File: src/rtl/core/ndr_pkg.sv
// Types and constants shared by the NDEF record deframer modules.
package ndr_pkg;

  // Flag byte bit positions.
  localparam int unsigned FlagMeBit = 6;
  localparam int unsigned FlagSrBit = 4;
  localparam int unsigned FlagIlBit = 3;
  localparam int unsigned TnfMsb    = 2;

  // Section codes on the result.
  localparam logic [2:0] SecHeader  = 3'd0;
  localparam logic [2:0] SecType    = 3'd1;
  localparam logic [2:0] SecId      = 3'd2;
  localparam logic [2:0] SecPayload = 3'd3;
  localparam logic [2:0] SecIgnored = 3'd4;

  localparam logic [7:0] MaxRecordsReset = 8'd4;
  localparam logic [7:0] RecordCountMax  = 8'd255;

  // Long form carries four length bytes; counter holds bytes still due minus one.
  localparam logic [1:0] LongLenCount = 2'd3;

  // Request on the input channel.
  typedef struct packed {
    logic [7:0] data_byte;
    logic       last_byte;
  } ndr_in_t;

  // Request on the output channel.
  typedef struct packed {
    logic [7:0] byte_out;
    logic [2:0] section;
    logic [2:0] record_tnf;
    logic [7:0] record_number;
    logic       record_end;
    logic       message_end;
    logic       record_dropped;
    logic       truncated;
  } ndr_out_t;

  // Byte after front-end decode, as queued for the parser.
  typedef struct packed {
    logic [7:0] data_byte;
    logic       last_byte;
    logic       me;
    logic       sr;
    logic       il;
    logic [2:0] tnf;
  } ndr_entry_t;

endpackage

File: src/rtl/core/ndef_record_deframer.sv
// NDEF record deframer top level: front-end byte queue feeding the record parser.
// Each byte passes through the queue, then the result register, on its way to the output.
// Throughput: 1 byte per cycle while unstalled; the parser consumes one queued byte a cycle.
// A 2-entry queue between front and back lets input and output stall independently.
// Reset (rst_ni low, async): parser expects a flag byte, counters clear, queue and
// result stage empty, max_records returns to 4.
module ndef_record_deframer (
  input  logic              clk_i,
  input  logic              rst_ni,
  // max_records configuration write
  input  logic              cfg_we_i,
  input  logic [7:0]        cfg_wdata_i,
  // byte input channel
  input  logic              in_valid_i,
  output logic              in_stall_o,
  input  ndr_pkg::ndr_in_t  in_req_i,
  // tagged byte output channel
  output logic              out_valid_o,
  input  logic              out_stall_i,
  output ndr_pkg::ndr_out_t out_req_o
);

  // Queue handshake between the two halves.
  logic                q_valid;
  logic                q_pop;
  ndr_pkg::ndr_entry_t q_entry;

  // Front: takes each request, splits out the flag fields and queues it.
  ndr_front u_front (
    .clk_i      (clk_i),
    .rst_ni     (rst_ni),
    .in_valid_i (in_valid_i),
    .in_stall_o (in_stall_o),
    .in_req_i   (in_req_i),
    .q_valid_o  (q_valid),
    .q_pop_i    (q_pop),
    .q_entry_o  (q_entry)
  );

  // Back: walks header, type, id and payload, tags each byte and registers
  // the result; it pops the queue whenever its result register can move.
  ndr_back u_back (
    .clk_i       (clk_i),
    .rst_ni      (rst_ni),
    .cfg_we_i    (cfg_we_i),
    .cfg_wdata_i (cfg_wdata_i),
    .q_valid_i   (q_valid),
    .q_pop_o     (q_pop),
    .q_entry_i   (q_entry),
    .out_valid_o (out_valid_o),
    .out_stall_i (out_stall_i),
    .out_req_o   (out_req_o)
  );

endmodule

File: src/rtl/core/ndr_front.sv
// Front end: accepts bytes, decodes flag fields, queues them for the parser.
module ndr_front (
  input  logic               clk_i,
  input  logic               rst_ni,
  input  logic               in_valid_i,
  output logic               in_stall_o,
  input  ndr_pkg::ndr_in_t   in_req_i,
  output logic               q_valid_o,
  input  logic               q_pop_i,
  output ndr_pkg::ndr_entry_t q_entry_o
);

  localparam int unsigned Depth = 2;
  localparam int unsigned PtrW  = $clog2(Depth);
  localparam int unsigned CntW  = $clog2(Depth + 1);

  ndr_pkg::ndr_entry_t entry_d;
  ndr_pkg::ndr_entry_t mem_q [Depth];
  logic [PtrW-1:0]     wr_ptr_q, wr_ptr_d;
  logic [PtrW-1:0]     rd_ptr_q, rd_ptr_d;
  logic [CntW-1:0]     count_q, count_d;
  logic                push, pop, full;

  // Decode is unconditional; only the flag-byte phase uses the flag fields.
  always_comb begin
    entry_d.data_byte = in_req_i.data_byte;
    entry_d.last_byte = in_req_i.last_byte;
    entry_d.me        = in_req_i.data_byte[ndr_pkg::FlagMeBit];
    entry_d.sr        = in_req_i.data_byte[ndr_pkg::FlagSrBit];
    entry_d.il        = in_req_i.data_byte[ndr_pkg::FlagIlBit];
    entry_d.tnf       = in_req_i.data_byte[ndr_pkg::TnfMsb:0];
  end

  assign full       = (count_q == CntW'(Depth));
  assign in_stall_o = full;
  assign push       = in_valid_i && !full;
  assign q_valid_o  = (count_q != '0);
  assign pop        = q_pop_i && q_valid_o;
  assign q_entry_o  = mem_q[rd_ptr_q];

  always_comb begin
    wr_ptr_d = push ? PtrW'(wr_ptr_q + 1'b1) : wr_ptr_q;
    rd_ptr_d = pop  ? PtrW'(rd_ptr_q + 1'b1) : rd_ptr_q;
    count_d  = count_q;
    if (push && !pop) begin
      count_d = CntW'(count_q + 1'b1);
    end else if (pop && !push) begin
      count_d = CntW'(count_q - 1'b1);
    end
  end

  always_ff @(posedge clk_i or negedge rst_ni) begin
    if (!rst_ni) begin
      wr_ptr_q <= '0;
      rd_ptr_q <= '0;
      count_q  <= '0;
    end else begin
      wr_ptr_q <= wr_ptr_d;
      rd_ptr_q <= rd_ptr_d;
      count_q  <= count_d;
    end
  end

  always_ff @(posedge clk_i) begin
    if (push) begin
      mem_q[wr_ptr_q] <= entry_d;
    end
  end

endmodule

File: src/rtl/core/ndr_back.sv
// Back end: record parser state machine with registered result stage.
module ndr_back (
  input  logic                clk_i,
  input  logic                rst_ni,
  input  logic                cfg_we_i,
  input  logic [7:0]          cfg_wdata_i,
  input  logic                q_valid_i,
  output logic                q_pop_o,
  input  ndr_pkg::ndr_entry_t q_entry_i,
  output logic                out_valid_o,
  input  logic                out_stall_i,
  output ndr_pkg::ndr_out_t   out_req_o
);

  localparam logic [2:0] PhFlag    = 3'd0;
  localparam logic [2:0] PhTypeLen = 3'd1;
  localparam logic [2:0] PhPlen    = 3'd2;
  localparam logic [2:0] PhIdLen   = 3'd3;
  localparam logic [2:0] PhType    = 3'd4;
  localparam logic [2:0] PhId      = 3'd5;
  localparam logic [2:0] PhPayload = 3'd6;
  localparam logic [2:0] PhDone    = 3'd7;

  logic [7:0]  max_q;
  logic [2:0]  phase_q, phase_d;
  logic        me_q, me_d, sr_q, sr_d, il_q, il_d;
  logic [2:0]  tnf_q, tnf_d;
  logic [7:0]  type_rem_q, type_rem_d;
  logic [7:0]  id_rem_q, id_rem_d;
  logic [31:0] pay_rem_q, pay_rem_d;
  logic [1:0]  len_cnt_q, len_cnt_d;
  logic [7:0]  rec_cnt_q, rec_cnt_d;

  logic              out_valid_q;
  ndr_pkg::ndr_out_t out_q, out_d;

  logic       take;
  logic       do_check, rec_end, ignored, msg_end;
  logic [2:0] sec;
  logic [7:0] b;

  // Result stage frees up when empty or when its request leaves this cycle.
  assign take        = q_valid_i && (!out_valid_q || !out_stall_i);
  assign q_pop_o     = take;
  assign out_valid_o = out_valid_q;
  assign out_req_o   = out_q;
  assign b           = q_entry_i.data_byte;

  always_comb begin
    phase_d    = phase_q;
    me_d       = me_q;
    sr_d       = sr_q;
    il_d       = il_q;
    tnf_d      = tnf_q;
    type_rem_d = type_rem_q;
    id_rem_d   = id_rem_q;
    pay_rem_d  = pay_rem_q;
    len_cnt_d  = len_cnt_q;
    rec_cnt_d  = rec_cnt_q;
    do_check   = 1'b0;
    rec_end    = 1'b0;
    ignored    = 1'b0;
    msg_end    = 1'b0;
    sec        = ndr_pkg::SecHeader;

    case (phase_q)
      PhTypeLen: begin
        type_rem_d = b;
        phase_d    = PhPlen;
      end
      PhPlen: begin
        pay_rem_d = {pay_rem_q[23:0], b};
        if (len_cnt_q == 2'd0) begin
          if (il_q) begin
            phase_d = PhIdLen;
          end else begin
            do_check = 1'b1;
          end
        end else begin
          len_cnt_d = len_cnt_q - 2'd1;
        end
      end
      PhIdLen: begin
        id_rem_d = b;
        do_check = 1'b1;
      end
      PhType: begin
        sec        = ndr_pkg::SecType;
        type_rem_d = type_rem_q - 8'd1;
        do_check   = 1'b1;
      end
      PhId: begin
        sec      = ndr_pkg::SecId;
        id_rem_d = id_rem_q - 8'd1;
        do_check = 1'b1;
      end
      PhPayload: begin
        sec       = ndr_pkg::SecPayload;
        pay_rem_d = pay_rem_q - 32'd1;
        do_check  = 1'b1;
      end
      PhDone: begin
        sec     = ndr_pkg::SecIgnored;
        ignored = 1'b1;
      end
      default: begin
        me_d       = q_entry_i.me;
        sr_d       = q_entry_i.sr;
        il_d       = q_entry_i.il;
        tnf_d      = q_entry_i.tnf;
        type_rem_d = '0;
        id_rem_d   = '0;
        pay_rem_d  = '0;
        len_cnt_d  = q_entry_i.sr ? 2'd0 : ndr_pkg::LongLenCount;
        phase_d    = PhTypeLen;
      end
    endcase

    // Skip empty sections; record ends when nothing is left.
    if (do_check) begin
      if (type_rem_d != '0) begin
        phase_d = PhType;
      end else if (id_rem_d != '0) begin
        phase_d = PhId;
      end else if (pay_rem_d != '0) begin
        phase_d = PhPayload;
      end else begin
        rec_end = 1'b1;
      end
    end

    if (rec_end) begin
      msg_end = me_q;
      if (rec_cnt_q != ndr_pkg::RecordCountMax) begin
        rec_cnt_d = rec_cnt_q + 8'd1;
      end
      phase_d = me_q ? PhDone : PhFlag;
    end

    out_d.byte_out = b;
    out_d.section  = sec;
    if (ignored) begin
      out_d.record_tnf     = '0;
      out_d.record_number  = '0;
      out_d.record_end     = 1'b0;
      out_d.message_end    = 1'b0;
      out_d.record_dropped = 1'b0;
      out_d.truncated      = 1'b0;
    end else begin
      out_d.record_tnf     = tnf_d;
      out_d.record_number  = rec_cnt_q;
      out_d.record_end     = rec_end;
      out_d.message_end    = msg_end;
      out_d.record_dropped = (rec_cnt_q >= max_q);
      out_d.truncated      = q_entry_i.last_byte && !rec_end;
    end

    // End of buffer: start over on a fresh message.
    if (q_entry_i.last_byte) begin
      phase_d    = PhFlag;
      me_d       = 1'b0;
      sr_d       = 1'b0;
      il_d       = 1'b0;
      tnf_d      = '0;
      type_rem_d = '0;
      id_rem_d   = '0;
      pay_rem_d  = '0;
      len_cnt_d  = '0;
      rec_cnt_d  = '0;
    end
  end

  always_ff @(posedge clk_i or negedge rst_ni) begin
    if (!rst_ni) begin
      max_q       <= ndr_pkg::MaxRecordsReset;
      phase_q     <= PhFlag;
      me_q        <= 1'b0;
      sr_q        <= 1'b0;
      il_q        <= 1'b0;
      tnf_q       <= '0;
      type_rem_q  <= '0;
      id_rem_q    <= '0;
      pay_rem_q   <= '0;
      len_cnt_q   <= '0;
      rec_cnt_q   <= '0;
      out_valid_q <= 1'b0;
    end else begin
      if (cfg_we_i) begin
        max_q <= cfg_wdata_i;
      end
      if (take) begin
        phase_q    <= phase_d;
        me_q       <= me_d;
        sr_q       <= sr_d;
        il_q       <= il_d;
        tnf_q      <= tnf_d;
        type_rem_q <= type_rem_d;
        id_rem_q   <= id_rem_d;
        pay_rem_q  <= pay_rem_d;
        len_cnt_q  <= len_cnt_d;
        rec_cnt_q  <= rec_cnt_d;
      end
      if (take) begin
        out_valid_q <= 1'b1;
      end else if (!out_stall_i) begin
        out_valid_q <= 1'b0;
      end
    end
  end

  always_ff @(posedge clk_i) begin
    if (take) begin
      out_q <= out_d;
    end
  end

endmodule

File: config.mk
export PLATFORM = sky130hd
export DESIGN_NAME = ndef_record_deframer
export DESIGN_NICKNAME = d
export VERILOG_FILES = /design/src/rtl/core/ndr_pkg.sv /design/src/rtl/core/ndef_record_deframer.sv /design/src/rtl/core/ndr_front.sv /design/src/rtl/core/ndr_back.sv
export SDC_FILE = /design/constraint.sdc
export NUM_CORES = 1
export LEC_CHECK = 0
export BUFFER_PORTS_ARGS = -buffer_cell sky130_fd_sc_hd__buf_2
export CAP_MARGIN = 20
export CORE_UTILIZATION = 45
export DETAILED_ROUTE_END_ITERATION = 12
export GPL_TIMING_DRIVEN = 1
export SETUP_SLACK_MARGIN = 0.3
export SLEW_MARGIN = 10
export SYNTH_ARGS = -nofsm -noshare
export SYNTH_HDL_FRONTEND = slang
export SYNTH_SLANG_ARGS = --single-unit
File: constraint.sdc
create_clock -name clk_i -period 3.2 [get_ports clk_i]
set_clock_uncertainty 0.15 [all_clocks]
set_input_delay 0.48 -clock clk_i [delete_from_list [all_inputs] [get_ports clk_i]]
set_output_delay 0.48 -clock clk_i [all_outputs]
set_load 0.03 [all_outputs]
==> flow_summary_export.csv, run 1 <==
group,metric,value,unit
outcome,status,"finished, violations left",
outcome,violations,"setup timing",
critical_path,cp_slowest_cell,"or4_4",
yosys,synthTopCellsByCount,"nand2_1, dfrtp_1, o21ai_0",
yosys,synthArstFlopShare,64.2,%
critical_path,slowest_delay,0.56,ns
pwr,p_total,13.2,mW
die,pin_count,50,
yosys,ys_seq_area_share,44.6,%
yosys,ys_ff_latch,123,
die,die_area,17000,sq um
timing,rsz0062_at_grt,"true",
cts,clock_latency,0.43,ns
cts,cts-root-buf,"clkbuf_16",
cts,htree_levels,4,
drt,wl_per_cell,20.1,microns
global_routing,grt_usage,30.2,%
cts,cts_made_buffers,17,
yosys,syn_inst,790,
yosys,syn_nets,826,
yosys,synth.top_cells.by_area,"dfrtp_1, edfxtp_1, o21ai_0, nand2_1, a22o_1",
die,row_count,46,
timing,finalSetupViolCount,13,
finish,area_growth,36.3,%
die,die_w,130,microns
finish,layout-drive-gt1-share,34.9,%
finish,multi_input_area,3980,sq um
finish,final_nets,1042,
global_routing,met2_usage,50.8,%
min_path,hold_class,"in -> reg",
yosys,synth_top_area_cell,"dfrtp_1",
yosys,yosysMostFrequentCell,"nand2_1",
global_routing,grt_pass1_vias,7194,
yosys,synth.top_cell.area_share,26.4,%
critical_path,path_cells,"buf_6 -> or4_4 -> nor4_4 -> buf_12 -> nand3_2 -> a222oi_1 -> nand4_1 -> nor3_4 -> buf_4 -> buf_6 -> nand4_4 -> or4_1 -> nand3_1",
timing,max_slew_margin,50.8,%
timing,fin_crit_sh,110,%
cts,cts_tree,"built",
placed_design,dp_hpwl,17200,microns
global_routing,use_met1,38.1,%
global_routing,overflow,0,
pwr,p_per_area,1310,nW/um^2
drt,postRouteAntennaNets,0,
drt,vias_per_cell,5.97,
critical_path,path_class,"reg -> reg",
critical_path,path_delay_family,"simple AND/OR/NAND/NOR gates",
critical_path,cp_data_arrival_time,3.73,ns
timing,layout_setup_ws,-0.322,ns
critical_path,cp.buffers_inverters,4,
yosys,syn_area_per_cell,9.36,sq um
min_path,hp-start,"in_req_i[3]",
timing,tightest_slew,0.736,ns
pwr,vdd_drop_max,0.592,mV
timing,hold_slack,0.0881,ns
critical_path,critPathMaxFanout,6,
global_routing,met3_usage,5.99,%
drt,wirelength,24800,microns
critical_path,reg2reg_from,"u_back.pay_rem_q[0]$_DFFE_PN0P_",
finish,final_cells,1235,
die,core_area,15900,sq um
yosys,yosys_most_used_dff,"dfrtp_1",
drt,first_iter_violations,719,
global_routing,grt_start_max_net_pins,53,
cts,cts.sinks,123,
critical_path,start_kind,"register",
cts,clkTransAtPathRegs,0.06,ns
placed_design,place_inst,1173,
drt,drc,0,
placed_design,port_buffers,49,
finish,fillerInstances,1365,
placed_design,gp_congestion,0.956,
flow_run,cap_violations,0,
critical_path,crit_start,"u_back.pay_rem_q[0]$_DFFE_PN0P_",
finish,seqCellArea,3300,sq um
die,initial_core_util,46.4,%
timing,min_period,3.52,ns
timing,drv_slew,0,
drt,vias,7378,
drt,drt_first_pass_iters,7,
yosys,ys_types,78,
critical_path,crit_required,3.41,ns
global_routing,grt_pass1_wl,38300,microns
yosys,synth_area,7400,sq um
critical_path,crit_path_end_kind,"register",
die,die_h,130,microns
global_routing,grt_busiest_layer,"met2",
yosys,synth_edf_count,44,
timing,max_freq,0.284,GHz
global_routing,grt_antenna_before_repair,0,
pwr,p_leak,4.52,nW
yosys,synth_warnings,0,
timing,finalHoldViolCount,0,
finish,diodes,0,
cts,clockBufferDepth,2,
critical_path,cp_common_cell,"buf_6",
==> path summary, 6_finish.rpt <==
kind / endpoint / slack [ns] / cells after the start
setup / recovery: u_back.rec_cnt_q[3]$_DFFE_PN0P_ / -0.32 / 13
setup reg to reg: u_back.rec_cnt_q[3]$_DFFE_PN0P_ / -0.32 / 13
max in group asynchronous: u_back.max_q[2]$_DFFE_PN1P_ / 1.64 / 3
hold / removal: u_front.mem_q[0][9]$_DFFE_PP_ / 0.09 / 1
hold reg to reg: u_front.wr_ptr_q$_DFFE_PN0P_ / 0.35 / 1
min in group asynchronous: u_back.pay_rem_q[21]$_DFFE_PN0P_ / 0.49 / 2
==> cells by family (layout without fill, tap and decap cells) <==
group | Yosys count | count (layout) | share of synthesized area (%)
compound gates | 228 | 228 | 21.0
xor+xnor | 11 | 11 | 1.30
fa+ha+maj | 14 | 14 | 2.37
buf+inv | 90 | 318 | 5.06
flops | 123 | 123 | 44.6
mux | 19 | 19 | 2.74
simple gates | 305 | 306 | 23.0
==> power by group <==
part	switching [mW]	total (mW)	internal [mW]
Clock	0.786	1.81	1.02
Sequential	0.368	2.57	2.20
Combinational	4.71	8.82	4.12
Total	5.86	13.2	7.34
==> area by class of cell <==
cell class	instances	area share [%]
clock buffer	18	4.35
clock inverter	14	1.09
inverter	35	1.30
multi-input combinational	578	39.5
sequential	123	32.8
tap	216	2.68
timing repair buffer	251	18.3
==> sequential cells by signal (all words and copies together) (netlist names) <==
signal,flops
u_back.id_rem_q,8
u_back.il_q,1
u_back.len_cnt_q,2
u_back.max_q,8
u_back.me_q,1
u_back.out_req_o,26
u_back.out_valid_o,1
u_back.pay_rem_q,32
u_back.phase_q,3
u_back.rec_cnt_q,8
u_back.tnf_q,3
u_back.type_rem_q,8
u_front.count_q,2
u_front.mem_q,18
u_front.rd_ptr_q,1
u_front.wr_ptr_q,1
==> stage by stage <==
step / worst slack, ns / TNS, ns / cell area, sq um / utilization [%]
after global routing: -0.375 / -3.99 / 10100 / 63.3
after detailed placement: -0.371 / -3.67 / 9040 / 56.7
after CTS: -0.227 / -2.17 / 9890 / 62.0
after floorplan: -0.0431 / -0.0431 / 7430 / -
after global placement: -0.376 / -3.67 / 9040 / 56.7
final: -0.322 / -2.81 / 10100 / 63.3
==> placed cells by master, fill, tap and decap left out, drive strengths merged, types with 8 or more instances in the layout <==
cell type / count
or4: 17
edfxtp: 44
and2: 15
nor3: 28
inv: 42
a22oi: 10
a211oi: 11
nor2: 50
a22o: 24
nand2: 96
buf: 249
ha: 14
o21ai: 77
nor4: 18
a21oi: 24
nand3: 19
mux2i: 12
a21o: 11
dfrtp: 78
or3: 8
clkbuf: 19
o211ai: 9
nand4: 8
==> routing by layer <==
layer,wire length (microns),part of all wire (%),up-vias
met5,0,0,-
li1,-,-,3403
met2,12100,49,275
met1,10700,43,3636
met4,726,2.9,0
met3,1310,5.3,64
==> timing repair <==
action | 4_1_cts | 5_1_grt
hold buffers | 1 | 0
gates cloned | 1 | 1
setup endpoints to repair | 14 | 14
setup buffers | 16 | 11
pin swaps | 18 | 23
gates resized for setup | 32 | 26
endpoints found under the hold margin | 41 | 0
==> worst register-to-register path: stages (launching register included) <==
cell and delay [ns]:
dfrtp_1 0.42, buf_6 0.13, or4_4 0.56, nor4_4 0.24
buf_12 0.17, nand3_2 0.07, a222oi_1 0.37, nand4_1 0.23
nor3_4 0.26, buf_4 0.15, buf_6 0.09, nand4_4 0.10
or4_1 0.41, nand3_1 0.10
No activity file was read; power rests on OpenSTA's default activity.
==> run 2: changes to the inputs <==
- BUFFER_PORTS_ARGS: -buffer_cell sky130_fd_sc_hd__buf_2 -> unset
- DONT_BUFFER_PORTS: unset -> 1
==> flow_summary_export.csv, run 2 (synthesized netlist as in run 1, its figures left out) <==
group,metric,value,unit
die,initial_core_util,46.4,%
pwr,vdd_drop_max,0.546,mV
finish,layout-drive-gt1-share,29.9,%
pwr,switching_share,43.7,%
timing,max_slew_margin,49.4,%
global_routing,grt_antenna_before_repair,0,
finish,layout_common_cells,"buf_4, nand2_1, dfrtp_1",
cts,cts.sinks,123,
pwr,switching_power,5.49,mW
global_routing,overflow,0,
die,die_area,17000,sq um
timing,layout_setup_ws,-0.355,ns
critical_path,slowest_delay,0.48,ns
cts,htree_levels,4,
critical_path,r2r_slack,-0.36,ns
outcome,status,"finished, violations left",
finish,largest_register,"u_back.pay_rem_q",
cts,clock_latency,0.43,ns
drt,postRouteAntennaNets,0,
timing,hold_slack,0.0119,ns
outcome,violations,"setup timing",
critical_path,cp_slowest_cell,"or4b_4",
pwr,combPwrFrac,60.3,%
min_path,whs_path_depth,1,
die,row_count,46,
global_routing,grt_usage,29.8,%
timing,max_freq,0.281,GHz
critical_path,r2r_cells,13,
placed_design,dp_worst_setup_slack,-0.390,ns
timing,finalHoldViolCount,0,
critical_path,critPathMaxFanout,5,
die,die_w,130,microns
cts,cts_tree,"built",
timing,finalSetupViolCount,14,
cts,clkTransAtPathRegs,0.06,ns
finish,area_growth,33.4,%
cts,clockBufferDepth,2,
min_path,hold_class,"in -> reg",
drt,wirelength,24200,microns
drt,drt_first_pass_iters,6,
critical_path,crit_path_end_kind,"register",
die,pin_count,50,
critical_path,cp_data_arrival_time,3.77,ns
placed_design,port_buffers,0,
pwr,p_per_area,1270,nW/um^2
critical_path,path_class,"reg -> reg",
die,core_area,15900,sq um
finish,final_nets,991,
drt,vias,7113,
critical_path,start_kind,"register",
critical_path,path_cells,"inv_2 -> ha_4 -> or4b_4 -> buf_8 -> or3_1 -> a32o_2 -> nor2_1 -> nand4_1 -> nor4_4 -> nand4_2 -> buf_6 -> or4_4 -> nand3_2",
finish,largest_reg_flops,32,
timing,drv_slew,0,
cts,cts_made_buffers,17,
timing,tns,-3.80,ns
die,die_h,130,microns
finish,diodes,0,
timing,min_period,3.56,ns
global_routing,grt_start_max_net_pins,80,
pwr,p_leak,4.38,nW
pwr,clkPwrFrac,16.5,%
global_routing,grt_pass1_vias,6997,
pwr,p_int,7.07,mW
drt,first_iter_violations,655,
placed_design,dp_hpwl,16900,microns
critical_path,crit_required,3.41,ns
pwr,pwr-share-seq,23.2,%
flow_run,cap_violations,0,
drt,wl_per_cell,20.4,microns
timing,rsz0062_at_grt,"true",
global_routing,grt_pass1_wl,37900,microns
cts,cts-root-buf,"clkbuf_16",
timing,fin_crit_sh,111,%
drt,vias_per_cell,6.01,
placed_design,gp_congestion,0.960,
finish,mostFrequentLayoutCell,"buf_4",
drt,drc,0,
timing,tightest_slew,0.756,ns
[run 2: cell count changes in the layout (fill, tap and decap cells not counted), sizes merged]
cell         delta
buf            -60
dlygate4sd3    +10
clkinv          -4
bufinv          +3
inv             +2
clkbuf          -1
nand4           -1
[run 2: critical path, delay by kind of cell, from the launching register on]
| family | cells | cell delay (ns) |
|---|---|---|
| AOI/OAI and AO/OA | 1 | 0.26 |
| adders and majority gates | 1 | 0.13 |
| buffers and inverters | 3 | 0.44 |
| DFF | 1 | 0.42 |
| and+or+nand+nor | 8 | 2.09 |
[run 2: through the flow]
step                      power, mW  area (sq um)  utilization [%]  instances
final                          12.6          9860             61.9       1184
after global routing           13.2          9860             61.9       1184
after CTS                      12.2          9730             61.0       1180
after detailed placement       9.90          8850             55.5       1128
after global placement         9.80          8850             55.5       1128
after floorplan                6.78          7430                -        790
[run 2: metal layers]
metal	up-vias	part of all wire, %	GRT usage, %
met2	303	48	48.3
met1	3448	42	38.8
met4	0	3.0	13.1
li1	3303	-	-
met3	59	6.2	5.33
met5	-	0	0
[run 2: final cells by class]
cell class | instances | area [sq um]
tap | 216 | 270
sequential | 123 | 3300
clock buffer | 17 | 425
timing repair buffer | 201 | 1640
inverter | 35 | 131
clock inverter | 15 | 200
fill | 1350 | 6080
multi-input combinational | 577 | 3890
[run 2: worst paths after layout]
path / startpoint / to
max reg2reg: u_back.pay_rem_q[1]$_DFFE_PN0P_ / u_back.rec_cnt_q[4]$_DFFE_PN0P_
max in group asynchronous: rst_ni / u_back.max_q[2]$_DFFE_PN1P_
max: u_back.pay_rem_q[1]$_DFFE_PN0P_ / u_back.rec_cnt_q[4]$_DFFE_PN0P_
min in group asynchronous: rst_ni / u_back.pay_rem_q[11]$_DFFE_PN0P_
min: cfg_we_i / u_back.max_q[5]$_DFFE_PN0P_
min reg2reg: u_front.wr_ptr_q$_DFFE_PN0P_ / u_front.wr_ptr_q$_DFFE_PN0P_
[run 2: repair_timing]
action / CTS / global route
hold endpoints to repair: 102 / 0
hold buffers: 12 / 0
cloned: 0 / 2
resized for setup: 16 / 20
pin swaps: 10 / 8
buffers inserted: 8 / 2
setup endpoints to repair: 14 / 14
[run 2: power groups by stage]
stage	combinational, mW	sequential, mW	clock, mW
finish	7.57	2.91	2.07
global route	8.10	2.97	2.16
CTS	7.24	2.90	2.09
detailed placement	6.98	2.92	0
global placement	6.90	2.90	0
floorplan	3.96	2.82	0
